**src/design/shbs_pkg.sv**
```systemverilog
// Shared types, constants and round functions for the SHA-256 byte stream hasher.
// No dependencies.
`timescale 1ns / 1ps
`default_nettype none
package shbs_pkg;

   localparam int unsigned QUEUE_DEPTH = 4;
   localparam int unsigned QUEUE_AW    = 2;

   // command that the front end hands to the back end
   typedef struct packed {
      logic [7:0] data_byte;
      logic       has_byte;
      logic       final_item;
   } cmd_type;

   localparam logic [31:0] INIT_WORDS [8] = '{
      32'h6a09e667, 32'hbb67ae85, 32'h3c6ef372, 32'ha54ff53a,
      32'h510e527f, 32'h9b05688c, 32'h1f83d9ab, 32'h5be0cd19
   };

   localparam logic [31:0] ROUND_CONSTS [64] = '{
      32'h428a2f98, 32'h71374491, 32'hb5c0fbcf, 32'he9b5dba5,
      32'h3956c25b, 32'h59f111f1, 32'h923f82a4, 32'hab1c5ed5,
      32'hd807aa98, 32'h12835b01, 32'h243185be, 32'h550c7dc3,
      32'h72be5d74, 32'h80deb1fe, 32'h9bdc06a7, 32'hc19bf174,
      32'he49b69c1, 32'hefbe4786, 32'h0fc19dc6, 32'h240ca1cc,
      32'h2de92c6f, 32'h4a7484aa, 32'h5cb0a9dc, 32'h76f988da,
      32'h983e5152, 32'ha831c66d, 32'hb00327c8, 32'hbf597fc7,
      32'hc6e00bf3, 32'hd5a79147, 32'h06ca6351, 32'h14292967,
      32'h27b70a85, 32'h2e1b2138, 32'h4d2c6dfc, 32'h53380d13,
      32'h650a7354, 32'h766a0abb, 32'h81c2c92e, 32'h92722c85,
      32'ha2bfe8a1, 32'ha81a664b, 32'hc24b8b70, 32'hc76c51a3,
      32'hd192e819, 32'hd6990624, 32'hf40e3585, 32'h106aa070,
      32'h19a4c116, 32'h1e376c08, 32'h2748774c, 32'h34b0bcb5,
      32'h391c0cb3, 32'h4ed8aa4a, 32'h5b9cca4f, 32'h682e6ff3,
      32'h748f82ee, 32'h78a5636f, 32'h84c87814, 32'h8cc70208,
      32'h90befffa, 32'ha4506ceb, 32'hbef9a3f7, 32'hc67178f2
   };

   localparam logic [7:0] PAD_MARK = 8'h80;

   function automatic logic [31:0] rotr(input logic [31:0] v, input int unsigned s);
      rotr = (v >> s) | (v << (32 - s));
   endfunction

   function automatic logic [31:0] sig0(input logic [31:0] v);
      sig0 = rotr(v, 7) ^ rotr(v, 18) ^ (v >> 3);
   endfunction

   function automatic logic [31:0] sig1(input logic [31:0] v);
      sig1 = rotr(v, 17) ^ rotr(v, 19) ^ (v >> 10);
   endfunction

   function automatic logic [31:0] big0(input logic [31:0] v);
      big0 = rotr(v, 2) ^ rotr(v, 13) ^ rotr(v, 22);
   endfunction

   function automatic logic [31:0] big1(input logic [31:0] v);
      big1 = rotr(v, 6) ^ rotr(v, 11) ^ rotr(v, 25);
   endfunction

endpackage
`default_nettype wire

```
**src/design/shbs_front.sv**
```systemverilog
// Front end: accepts byte beats, drops empty non-final beats, queues commands.
// Depends on shbs_pkg.
`timescale 1ns / 1ps
`default_nettype none
module shbs_front
   import shbs_pkg::*;
(
   input  wire logic       clock,
   input  wire logic       reset,
   input  wire logic       req_valid,
   output logic            req_ready,
   input  wire logic [7:0] req_data_byte,
   input  wire logic       req_has_byte,
   input  wire logic       req_final_item,
   output logic            cmd_valid,
   input  wire logic       cmd_ready,
   output cmd_type         cmd_data
);

   cmd_type                 queue_mem [QUEUE_DEPTH];
   logic [QUEUE_AW-1:0]     wr_ptr_ff, wr_ptr_in, rd_ptr_ff, rd_ptr_in;
   logic [QUEUE_AW:0]       count_ff, count_in;
   logic                    push, pop;

   assign req_ready = (count_ff != (QUEUE_AW+1)'(QUEUE_DEPTH));
   // drop beats that neither carry a byte nor end the message
   assign push      = req_valid && req_ready && (req_has_byte || req_final_item);
   assign cmd_valid = (count_ff != '0);
   assign pop       = cmd_valid && cmd_ready;
   assign cmd_data  = queue_mem[rd_ptr_ff];

   always_comb begin
      wr_ptr_in = push ? wr_ptr_ff + 1'b1 : wr_ptr_ff;
      rd_ptr_in = pop ? rd_ptr_ff + 1'b1 : rd_ptr_ff;
      count_in  = count_ff + (QUEUE_AW+1)'(push) - (QUEUE_AW+1)'(pop);
   end

   always_ff @(posedge clock) begin
      if (push) begin
         queue_mem[wr_ptr_ff] <= '{data_byte: req_data_byte, has_byte: req_has_byte,
                                   final_item: req_final_item};
      end
      if (reset) begin
         wr_ptr_ff <= '0;
         rd_ptr_ff <= '0;
         count_ff  <= '0;
      end else begin
         wr_ptr_ff <= wr_ptr_in;
         rd_ptr_ff <= rd_ptr_in;
         count_ff  <= count_in;
      end
   end

endmodule
`default_nettype wire

```
**src/design/shbs_core.sv**
```systemverilog
// Back end: block buffer, padding sequencer, one-round-per-cycle compressor, digest out.
// Depends on shbs_pkg.
`timescale 1ns / 1ps
`default_nettype none
module shbs_core
   import shbs_pkg::*;
(
   input  wire logic        clock,
   input  wire logic        reset,
   input  wire logic        cmd_valid,
   output logic             cmd_ready,
   input  wire cmd_type     cmd_data,
   output logic             rsp_valid,
   input  wire logic        rsp_ready,
   output logic [31:0]      rsp_digest_word,
   output logic [2:0]       rsp_word_index,
   output logic             rsp_last_word
);

   localparam logic [2:0] ST_IDLE = 3'd0;
   localparam logic [2:0] ST_PAD  = 3'd1;
   localparam logic [2:0] ST_COMP = 3'd2;
   localparam logic [2:0] ST_ADD  = 3'd3;
   localparam logic [2:0] ST_OUT  = 3'd4;

   logic [2:0]  state_ff, state_in;
   logic [31:0] chain_ff [8];
   logic [31:0] work_ff [8];
   logic [31:0] sched_ff [16];      // 16-word schedule window, shifted each round
   logic [5:0]  fill_ff, fill_in;
   logic [60:0] msg_ff, msg_in;
   logic [5:0]  round_ff, round_in;
   logic        padding_ff, padding_in;       // pad mark placed; emit digest after length
   logic        len_here_ff, len_here_in;     // length field goes in the current block
   logic        final_pend_ff, final_pend_in; // final beat closed a full block
   logic [2:0]  out_idx_ff, out_idx_in;
   logic        put_en;
   logic [7:0]  put_byte;
   logic [63:0] bit_len;
   logic [31:0] t1, t2, w_new;
   logic [31:0] w_cur;
   logic        out_done;

   assign bit_len = {msg_ff, 3'b000};
   assign w_cur   = sched_ff[0];
   assign t1 = work_ff[7] + big1(work_ff[4])
             + ((work_ff[4] & work_ff[5]) ^ (~work_ff[4] & work_ff[6]))
             + ROUND_CONSTS[round_ff] + w_cur;
   assign t2 = big0(work_ff[0])
             + ((work_ff[0] & work_ff[1]) ^ (work_ff[0] & work_ff[2])
                ^ (work_ff[1] & work_ff[2]));
   assign w_new = sched_ff[0] + sig0(sched_ff[1]) + sched_ff[9] + sig1(sched_ff[14]);

   assign cmd_ready       = (state_ff == ST_IDLE);
   assign rsp_valid       = (state_ff == ST_OUT);
   assign rsp_digest_word = chain_ff[out_idx_ff];
   assign rsp_word_index  = out_idx_ff;
   assign rsp_last_word   = (out_idx_ff == 3'd7);
   assign out_done        = (state_ff == ST_OUT) && rsp_ready && (out_idx_ff == 3'd7);

   always_comb begin
      put_en        = 1'b0;
      put_byte      = 8'h00;
      msg_in        = msg_ff;
      state_in      = state_ff;
      padding_in    = padding_ff;
      len_here_in   = len_here_ff;
      final_pend_in = final_pend_ff;
      unique case (state_ff)
         ST_IDLE: begin
            if (cmd_valid) begin
               if (cmd_data.has_byte) begin
                  put_en   = 1'b1;
                  put_byte = cmd_data.data_byte;
                  msg_in   = msg_ff + 61'd1;
               end
               if (cmd_data.final_item) begin
                  state_in = ST_PAD;
               end
               // full block: compress first, pad afterwards when final
               if (cmd_data.has_byte && fill_ff == 6'd63) begin
                  state_in      = ST_COMP;
                  final_pend_in = cmd_data.final_item;
               end
            end
         end
         ST_PAD: begin
            put_en     = 1'b1;
            padding_in = 1'b1;
            if (!padding_ff) begin
               put_byte    = PAD_MARK;
               len_here_in = (fill_ff <= 6'd55);
            end else if (len_here_ff && fill_ff >= 6'd56) begin
               put_byte = bit_len[{~fill_ff[2:0], 3'b000} +: 8];
            end
            if (fill_ff == 6'd63) begin
               state_in = ST_COMP;
            end
         end
         ST_COMP: begin
            if (round_ff == 6'd63) begin
               state_in = ST_ADD;
            end
         end
         ST_ADD: begin
            if (final_pend_ff) begin
               state_in      = ST_PAD;
               final_pend_in = 1'b0;
            end else if (padding_ff) begin
               if (len_here_ff) begin
                  state_in = ST_OUT;
               end else begin
                  // mark filled the block; length goes in one more block
                  state_in    = ST_PAD;
                  len_here_in = 1'b1;
               end
            end else begin
               state_in = ST_IDLE;
            end
         end
         ST_OUT: begin
            if (out_done) begin
               state_in    = ST_IDLE;
               padding_in  = 1'b0;
               len_here_in = 1'b0;
               msg_in      = '0;
            end
         end
         default: begin
            state_in = ST_IDLE;
         end
      endcase
      fill_in    = put_en ? fill_ff + 6'd1 : fill_ff;
      round_in   = (state_ff == ST_COMP) ? round_ff + 6'd1 : 6'd0;
      out_idx_in = (state_ff == ST_OUT && rsp_ready) ? out_idx_ff + 3'd1 : out_idx_ff;
   end

   // schedule window doubles as the block buffer
   always_ff @(posedge clock) begin
      if (put_en) begin
         sched_ff[fill_ff[5:2]][{~fill_ff[1:0], 3'b000} +: 8] <= put_byte;
      end else if (state_ff == ST_COMP) begin
         for (int i = 0; i < 15; i++) begin
            sched_ff[i] <= sched_ff[i+1];
         end
         sched_ff[15] <= w_new;
      end
   end

   always_ff @(posedge clock) begin
      if (state_ff == ST_COMP) begin
         work_ff[7] <= work_ff[6];
         work_ff[6] <= work_ff[5];
         work_ff[5] <= work_ff[4];
         work_ff[4] <= work_ff[3] + t1;
         work_ff[3] <= work_ff[2];
         work_ff[2] <= work_ff[1];
         work_ff[1] <= work_ff[0];
         work_ff[0] <= t1 + t2;
      end else begin
         for (int i = 0; i < 8; i++) begin
            work_ff[i] <= chain_ff[i];
         end
      end
   end

   always_ff @(posedge clock) begin
      if (reset) begin
         state_ff      <= ST_IDLE;
         fill_ff       <= '0;
         msg_ff        <= '0;
         round_ff      <= '0;
         padding_ff    <= 1'b0;
         len_here_ff   <= 1'b0;
         final_pend_ff <= 1'b0;
         out_idx_ff    <= '0;
         for (int i = 0; i < 8; i++) begin
            chain_ff[i] <= INIT_WORDS[i];
         end
      end else begin
         state_ff      <= state_in;
         fill_ff       <= fill_in;
         msg_ff        <= msg_in;
         round_ff      <= round_in;
         padding_ff    <= padding_in;
         len_here_ff   <= len_here_in;
         final_pend_ff <= final_pend_in;
         out_idx_ff    <= out_idx_in;
         if (state_ff == ST_ADD) begin
            for (int i = 0; i < 8; i++) begin
               chain_ff[i] <= chain_ff[i] + work_ff[i];
            end
         end else if (out_done) begin
            for (int i = 0; i < 8; i++) begin
               chain_ff[i] <= INIT_WORDS[i];
            end
         end
      end
   end

endmodule
`default_nettype wire

```
**src/design/sha256_byte_stream_hasher_unit.sv**
```systemverilog
// Top level of the SHA-256 byte stream hasher: front queue plus compression core.
// Depends on shbs_pkg, shbs_front, shbs_core.
`timescale 1ns / 1ps
`default_nettype none
//  channel | ports                      | beat
//  req     | req_valid / req_ready      | one message byte, flags has_byte, final_item
//  rsp     | rsp_valid / rsp_ready      | one digest word, index, last flag
//
// The core takes a byte while idle; the 64th byte of a block starts 64 rounds on
// the single shared round unit, followed by an add step.
// A final beat adds the padding bytes one a cycle, one or two compressions and
// eight digest beats. Reset is synchronous and restores the initial hash.
// The four-entry queue lets byte beats land while the core compresses or the
// digest stalls.
module sha256_byte_stream_hasher_unit
   import shbs_pkg::*;
(
   input  wire logic        clock,
   input  wire logic        reset,
   input  wire logic        req_valid,
   output logic             req_ready,
   input  wire logic [7:0]  req_data_byte,
   input  wire logic        req_has_byte,
   input  wire logic        req_final_item,
   output logic             rsp_valid,
   input  wire logic        rsp_ready,
   output logic [31:0]      rsp_digest_word,
   output logic [2:0]       rsp_word_index,
   output logic             rsp_last_word
);

   logic    cmd_valid, cmd_ready;
   cmd_type cmd_data;

   shbs_front u_front (
      .clock, .reset, .req_valid, .req_ready, .req_data_byte, .req_has_byte,
      .req_final_item, .cmd_valid, .cmd_ready, .cmd_data
   );

   shbs_core u_core (
      .clock, .reset, .cmd_valid, .cmd_ready, .cmd_data, .rsp_valid, .rsp_ready,
      .rsp_digest_word, .rsp_word_index, .rsp_last_word
   );

endmodule
`default_nettype wire
```
**config.mk**
```make
export PLATFORM = sky130hd
export DESIGN_NAME = sha256_byte_stream_hasher_unit
export DESIGN_NICKNAME = d
export VERILOG_FILES = /design/src/design/shbs_pkg.sv /design/src/design/shbs_front.sv /design/src/design/shbs_core.sv /design/src/design/sha256_byte_stream_hasher_unit.sv
export SDC_FILE = /design/constraint.sdc
export NUM_CORES = 2
export LEC_CHECK = 0
export CAP_MARGIN = 20
export CORE_AREA = 2 2 451 453
export CTS_BUF_LIST = sky130_fd_sc_hd__clkbuf_4 sky130_fd_sc_hd__clkbuf_8
export CTS_CLUSTER_DIAMETER = 120
export DETAILED_ROUTE_END_ITERATION = 6
export DIE_AREA = 0 0 453 455
export DONT_BUFFER_PORTS = 1
export HOLD_SLACK_MARGIN = 0.02
export PLACE_DENSITY = 0.52
export SYNTH_ARGS = -nofsm -noshare
export SYNTH_HDL_FRONTEND = slang
export SYNTH_SLANG_ARGS = --single-unit
```
**constraint.sdc**
```tcl
create_clock -name clock -period 11.4 [get_ports clock]
set_clock_uncertainty 0.1 [all_clocks]
set_input_delay 0.57 -clock clock [delete_from_list [all_inputs] [get_ports clock]]
set_output_delay 0.57 -clock clock [all_outputs]
set_load 0.02 [all_outputs]
```
==> metrics.yaml <==
placement:
  gp_congestion: 0.9599
  dp_hpwl_um: 188700
  io_buffer_count: 0
  pre_cts_slack_ns: 1.554
routing:
  routed_wl_um: 251300
  drt_iter0_markers: 4662
  vias: 55561
  first_pass_iters: 6
  drc: 0
  drtAntennaViolNets: 0
  via_per_inst: 5.479
  wire_per_inst_um: 24.78
setup_path:
  cpMaxStageDelayCell: "ha_1"
  cp_max_fo: 15
  cp.arrival_ns: 10.97
  cp.required_ns: 12.17
  end_kind: "flip-flop"
  startpoint_type: "flip-flop"
  slowest_delay_ns: 0.75
  critPathKind: "flip-flop to flip-flop"
logic_synthesis:
  async_flop_share_pct: 0
  yosys_warnings: 0
  yosys.area.top_type_share_pct: 28.32
  ys_seq_area_share_pct: 41.60
  synth_area_sq_um: 72090
  synth_ff_type: "edfxtp_1"
  ys_ff_latch: 1158
  synth-edff-count: 680
  synth.top_cells.by_area: "edfxtp_1 (28%), dfxtp_1 (13%), ha_1 (7.0%), a21o_1 (6.9%), nand2_1 (5.7%)"
  yosysUniqueCellTypes: 105
  synthesis.nets: 7899
  synth_largest_area_cell: "edfxtp_1"
  syn_inst: 7286
  synth_area_per_cell_sq_um: 9.895
run_status:
  status: "complete, no violations"
global_route:
  track_usage_pct: 24.01
  grt_pass1_vias: 54261
  grt_antenna_before_repair: 7
  grt_overflow_total: 0
  grt_pass1_wl_um: 369500
  grt_start_max_net_pins: 211
cts:
  htree_levels: 4
  insertion_delay_ns: 1.01
  cts_setup_buffers: 0
  clkTransAtPathRegs_ns: 0.07
  cts_tree: "done"
  clockBufferDepth: 3
  cts_made_buffers: 206
  root_buffer: "clkbuf_8"
  clock_sinks: 1158
sta:
  finalCritPeriodShare_pct: 89.51
  worst_slew_margin_rel_pct: 18.17
  period_minus_slack_ns: 10.20
  fin_setup_tns_ns: 0
  fmax_mhz: 97.99
  layout_setup_ws_ns: 1.195
  slew_violations: 0
  setup_viol: 0
  hold_viol_final: 0
  worst_slew_pin_slew_ns: 1.227
  rsz0062_at_grt: "false"
die:
  die_h_um: 455
  ios: 52
  rows: 165
  core_area_sq_um: 201300
  dieArea_sq_um: 206100
  initial_core_util_pct: 35.82
  fp.dieW_um: 453
power:
  p_per_area_nw_per_um2: 160.3
  ir_drop_uv: 187.7
  p_total_mw: 12.84
  p_leak_nw: 35.01
final_layout:
  drive_gt1_share_pct: 9.999
  syn_to_final_growth_pct: 11.12
  finalNetCount: 7891
  fill_cells: 19865
worst_hold_path:
  hp-class: "input port to flip-flop"
run:
  drv_cap: 0
-- flip-flops by register name (all words and copies together) (netlist names), named ones only --
register	flops
u_core.state_ff	3
u_core.round_ff	6
u_core.len_here_ff	1
u_core.padding_ff	1
u_core.work_ff	256
u_front.count_ff	3
u_core.chain_ff	256
u_front.wr_ptr_ff	2
u_core.sched_ff	512
u_core.rsp_word_index	3
u_core.msg_ff	61
u_front.rd_ptr_ff	2
u_front.queue_mem	40
u_core.fill_ff	6
u_core.final_pend_ff	1
-- worst max-delay path, delay by kind of cell, from the launching register on --
kind | cells | cell delay (ns)
xor gates and xnor gates | 2 | 0.31
buffers and inverters | 5 | 0.78
and+or+nand+nor | 10 | 1.57
DFF | 1 | 0.30
AOI/OAI and AO/OA | 13 | 3.32
adders and majority gates | 8 | 3.68
-- stage by stage --
step / instance area (sq um) / hold WS, ns / instances / util, %
2_1_floorplan: 72090 / 0.3311 / 7286 / -
3_3_place_gp: 75110 / 0.3525 / 9696 / 37.31
3_5_place_dp: 75230 / 0.3549 / 9716 / 37.37
4_1_cts: 80020 / 0.08684 / 10122 / 39.76
5_1_grt: 80100 / 0.1195 / 10137 / 39.79
6_report: 80110 / 0.1932 / 10141 / 39.80
-- what timing repair did --
| action | CTS | global route |
|---|---|---|
| gates resized for setup | 0 | 0 |
| hold buffers | 15 | 0 |
| endpoints found under the hold margin | 121 | 0 |
| endpoints found under the setup margin | 0 | 0 |
-- per-layer routing --
layer  vias to the layer above  wire, um  track usage (%)
li1                      25914         -                -
met1                     27532    107800            30.95
met2                      1660    118900            39.95
met3                       449     12600            3.609
met4                         6     11960            10.46
met5                         -        34                0
-- final cells by class --
type,count,area [sq um],area share (%)
multi-input combinational,5436,39570,49.39
antenna,8,20.02,0.02499
clock buffer,322,3931,4.907
sequential,1158,30000,37.45
timing repair buffer,184,1450,1.810
tap,2672,3343,4.173
clock inverter,69,696.9,0.8700
inverter,292,1099,1.371
-- synthesized netlist by cell type, types with 34 or more instances --
cell type,instances
o22ai_1,35
o21bai_1,34
xor2_1,236
o21a_1,52
mux4_2,93
mux2i_1,45
nand3_1,100
nor2b_1,60
dfxtp_1,478
o211ai_1,60
nor3_1,83
nand2_1,1096
and3_1,36
or3_1,54
a211oi_1,44
a21oi_1,452
nor2_1,394
a31oi_1,40
fa_1,196
ha_1,403
edfxtp_1,680
mux2_2,41
buf_1,34
nand4_1,36
inv_1,288
xnor2_1,385
a21o_1,665
nand2b_1,56
o21ai_0,391
clkbuf_1,356
-- final timing paths --
check | to | cells after the start | startpoint | slack, ns
worst max-delay path | u_core.work_ff[0][31] | 38 | u_core.round_ff[1] | 1.20
worst min-delay path | u_front.queue_mem[3][3] | 1 | req_data_byte[1] | 0.19
worst max register to register | u_core.work_ff[0][31] | 38 | u_core.round_ff[1] | 1.20
worst min register to register | u_core.work_ff[1][43] | 2 | u_core.work_ff[1][11] | 0.35
-- cell families after synthesis --
logic type      count (synthesis)  synth area share, %
buf+inv                       692                3.633
compound gates               1968                17.85
simple gates                 2046                12.45
flops                        1158                41.60
fa+ha+maj                     622                12.76
mux                           179                4.171
xor+xnor                      621                7.545
-- power breakdown --
group	internal, mW	leakage [nW]	total, mW	switching, mW
combinational	1.54	22.3	3.78	2.24
clock	2.43	2.45	4.36	1.93
sequential	4.56	10.3	4.71	0.144
-- placed cells by master, fill, tap and decap left out, drive strengths merged, types with 21 or more instances in the layout --
| cell | instances |
|---|---|
| mux2i | 45 |
| a31oi | 40 |
| o31ai | 24 |
| and3 | 39 |
| a21boi | 23 |
| ha | 403 |
| xnor2 | 385 |
| a21o | 666 |
| a211oi | 45 |
| inv | 299 |
| mux4 | 93 |
| xor2 | 236 |
| nor2 | 394 |
| fa | 196 |
| o21bai | 34 |
| o21a | 52 |
| edfxtp | 680 |
| nor2b | 60 |
| o211ai | 60 |
| a21oi | 452 |
| a311oi | 21 |
| o22ai | 36 |
| nand2 | 1097 |
| dfxtp | 478 |
| or3 | 54 |
| clkinv | 50 |
| nand3 | 101 |
| clkbuf | 325 |
| nor3 | 84 |
| nand4 | 36 |
| buf | 167 |
| nand2b | 57 |
| and2 | 33 |
| mux2 | 41 |
| o21ai | 397 |
| maj3 | 23 |
Power figures use the tool's default switching activity.
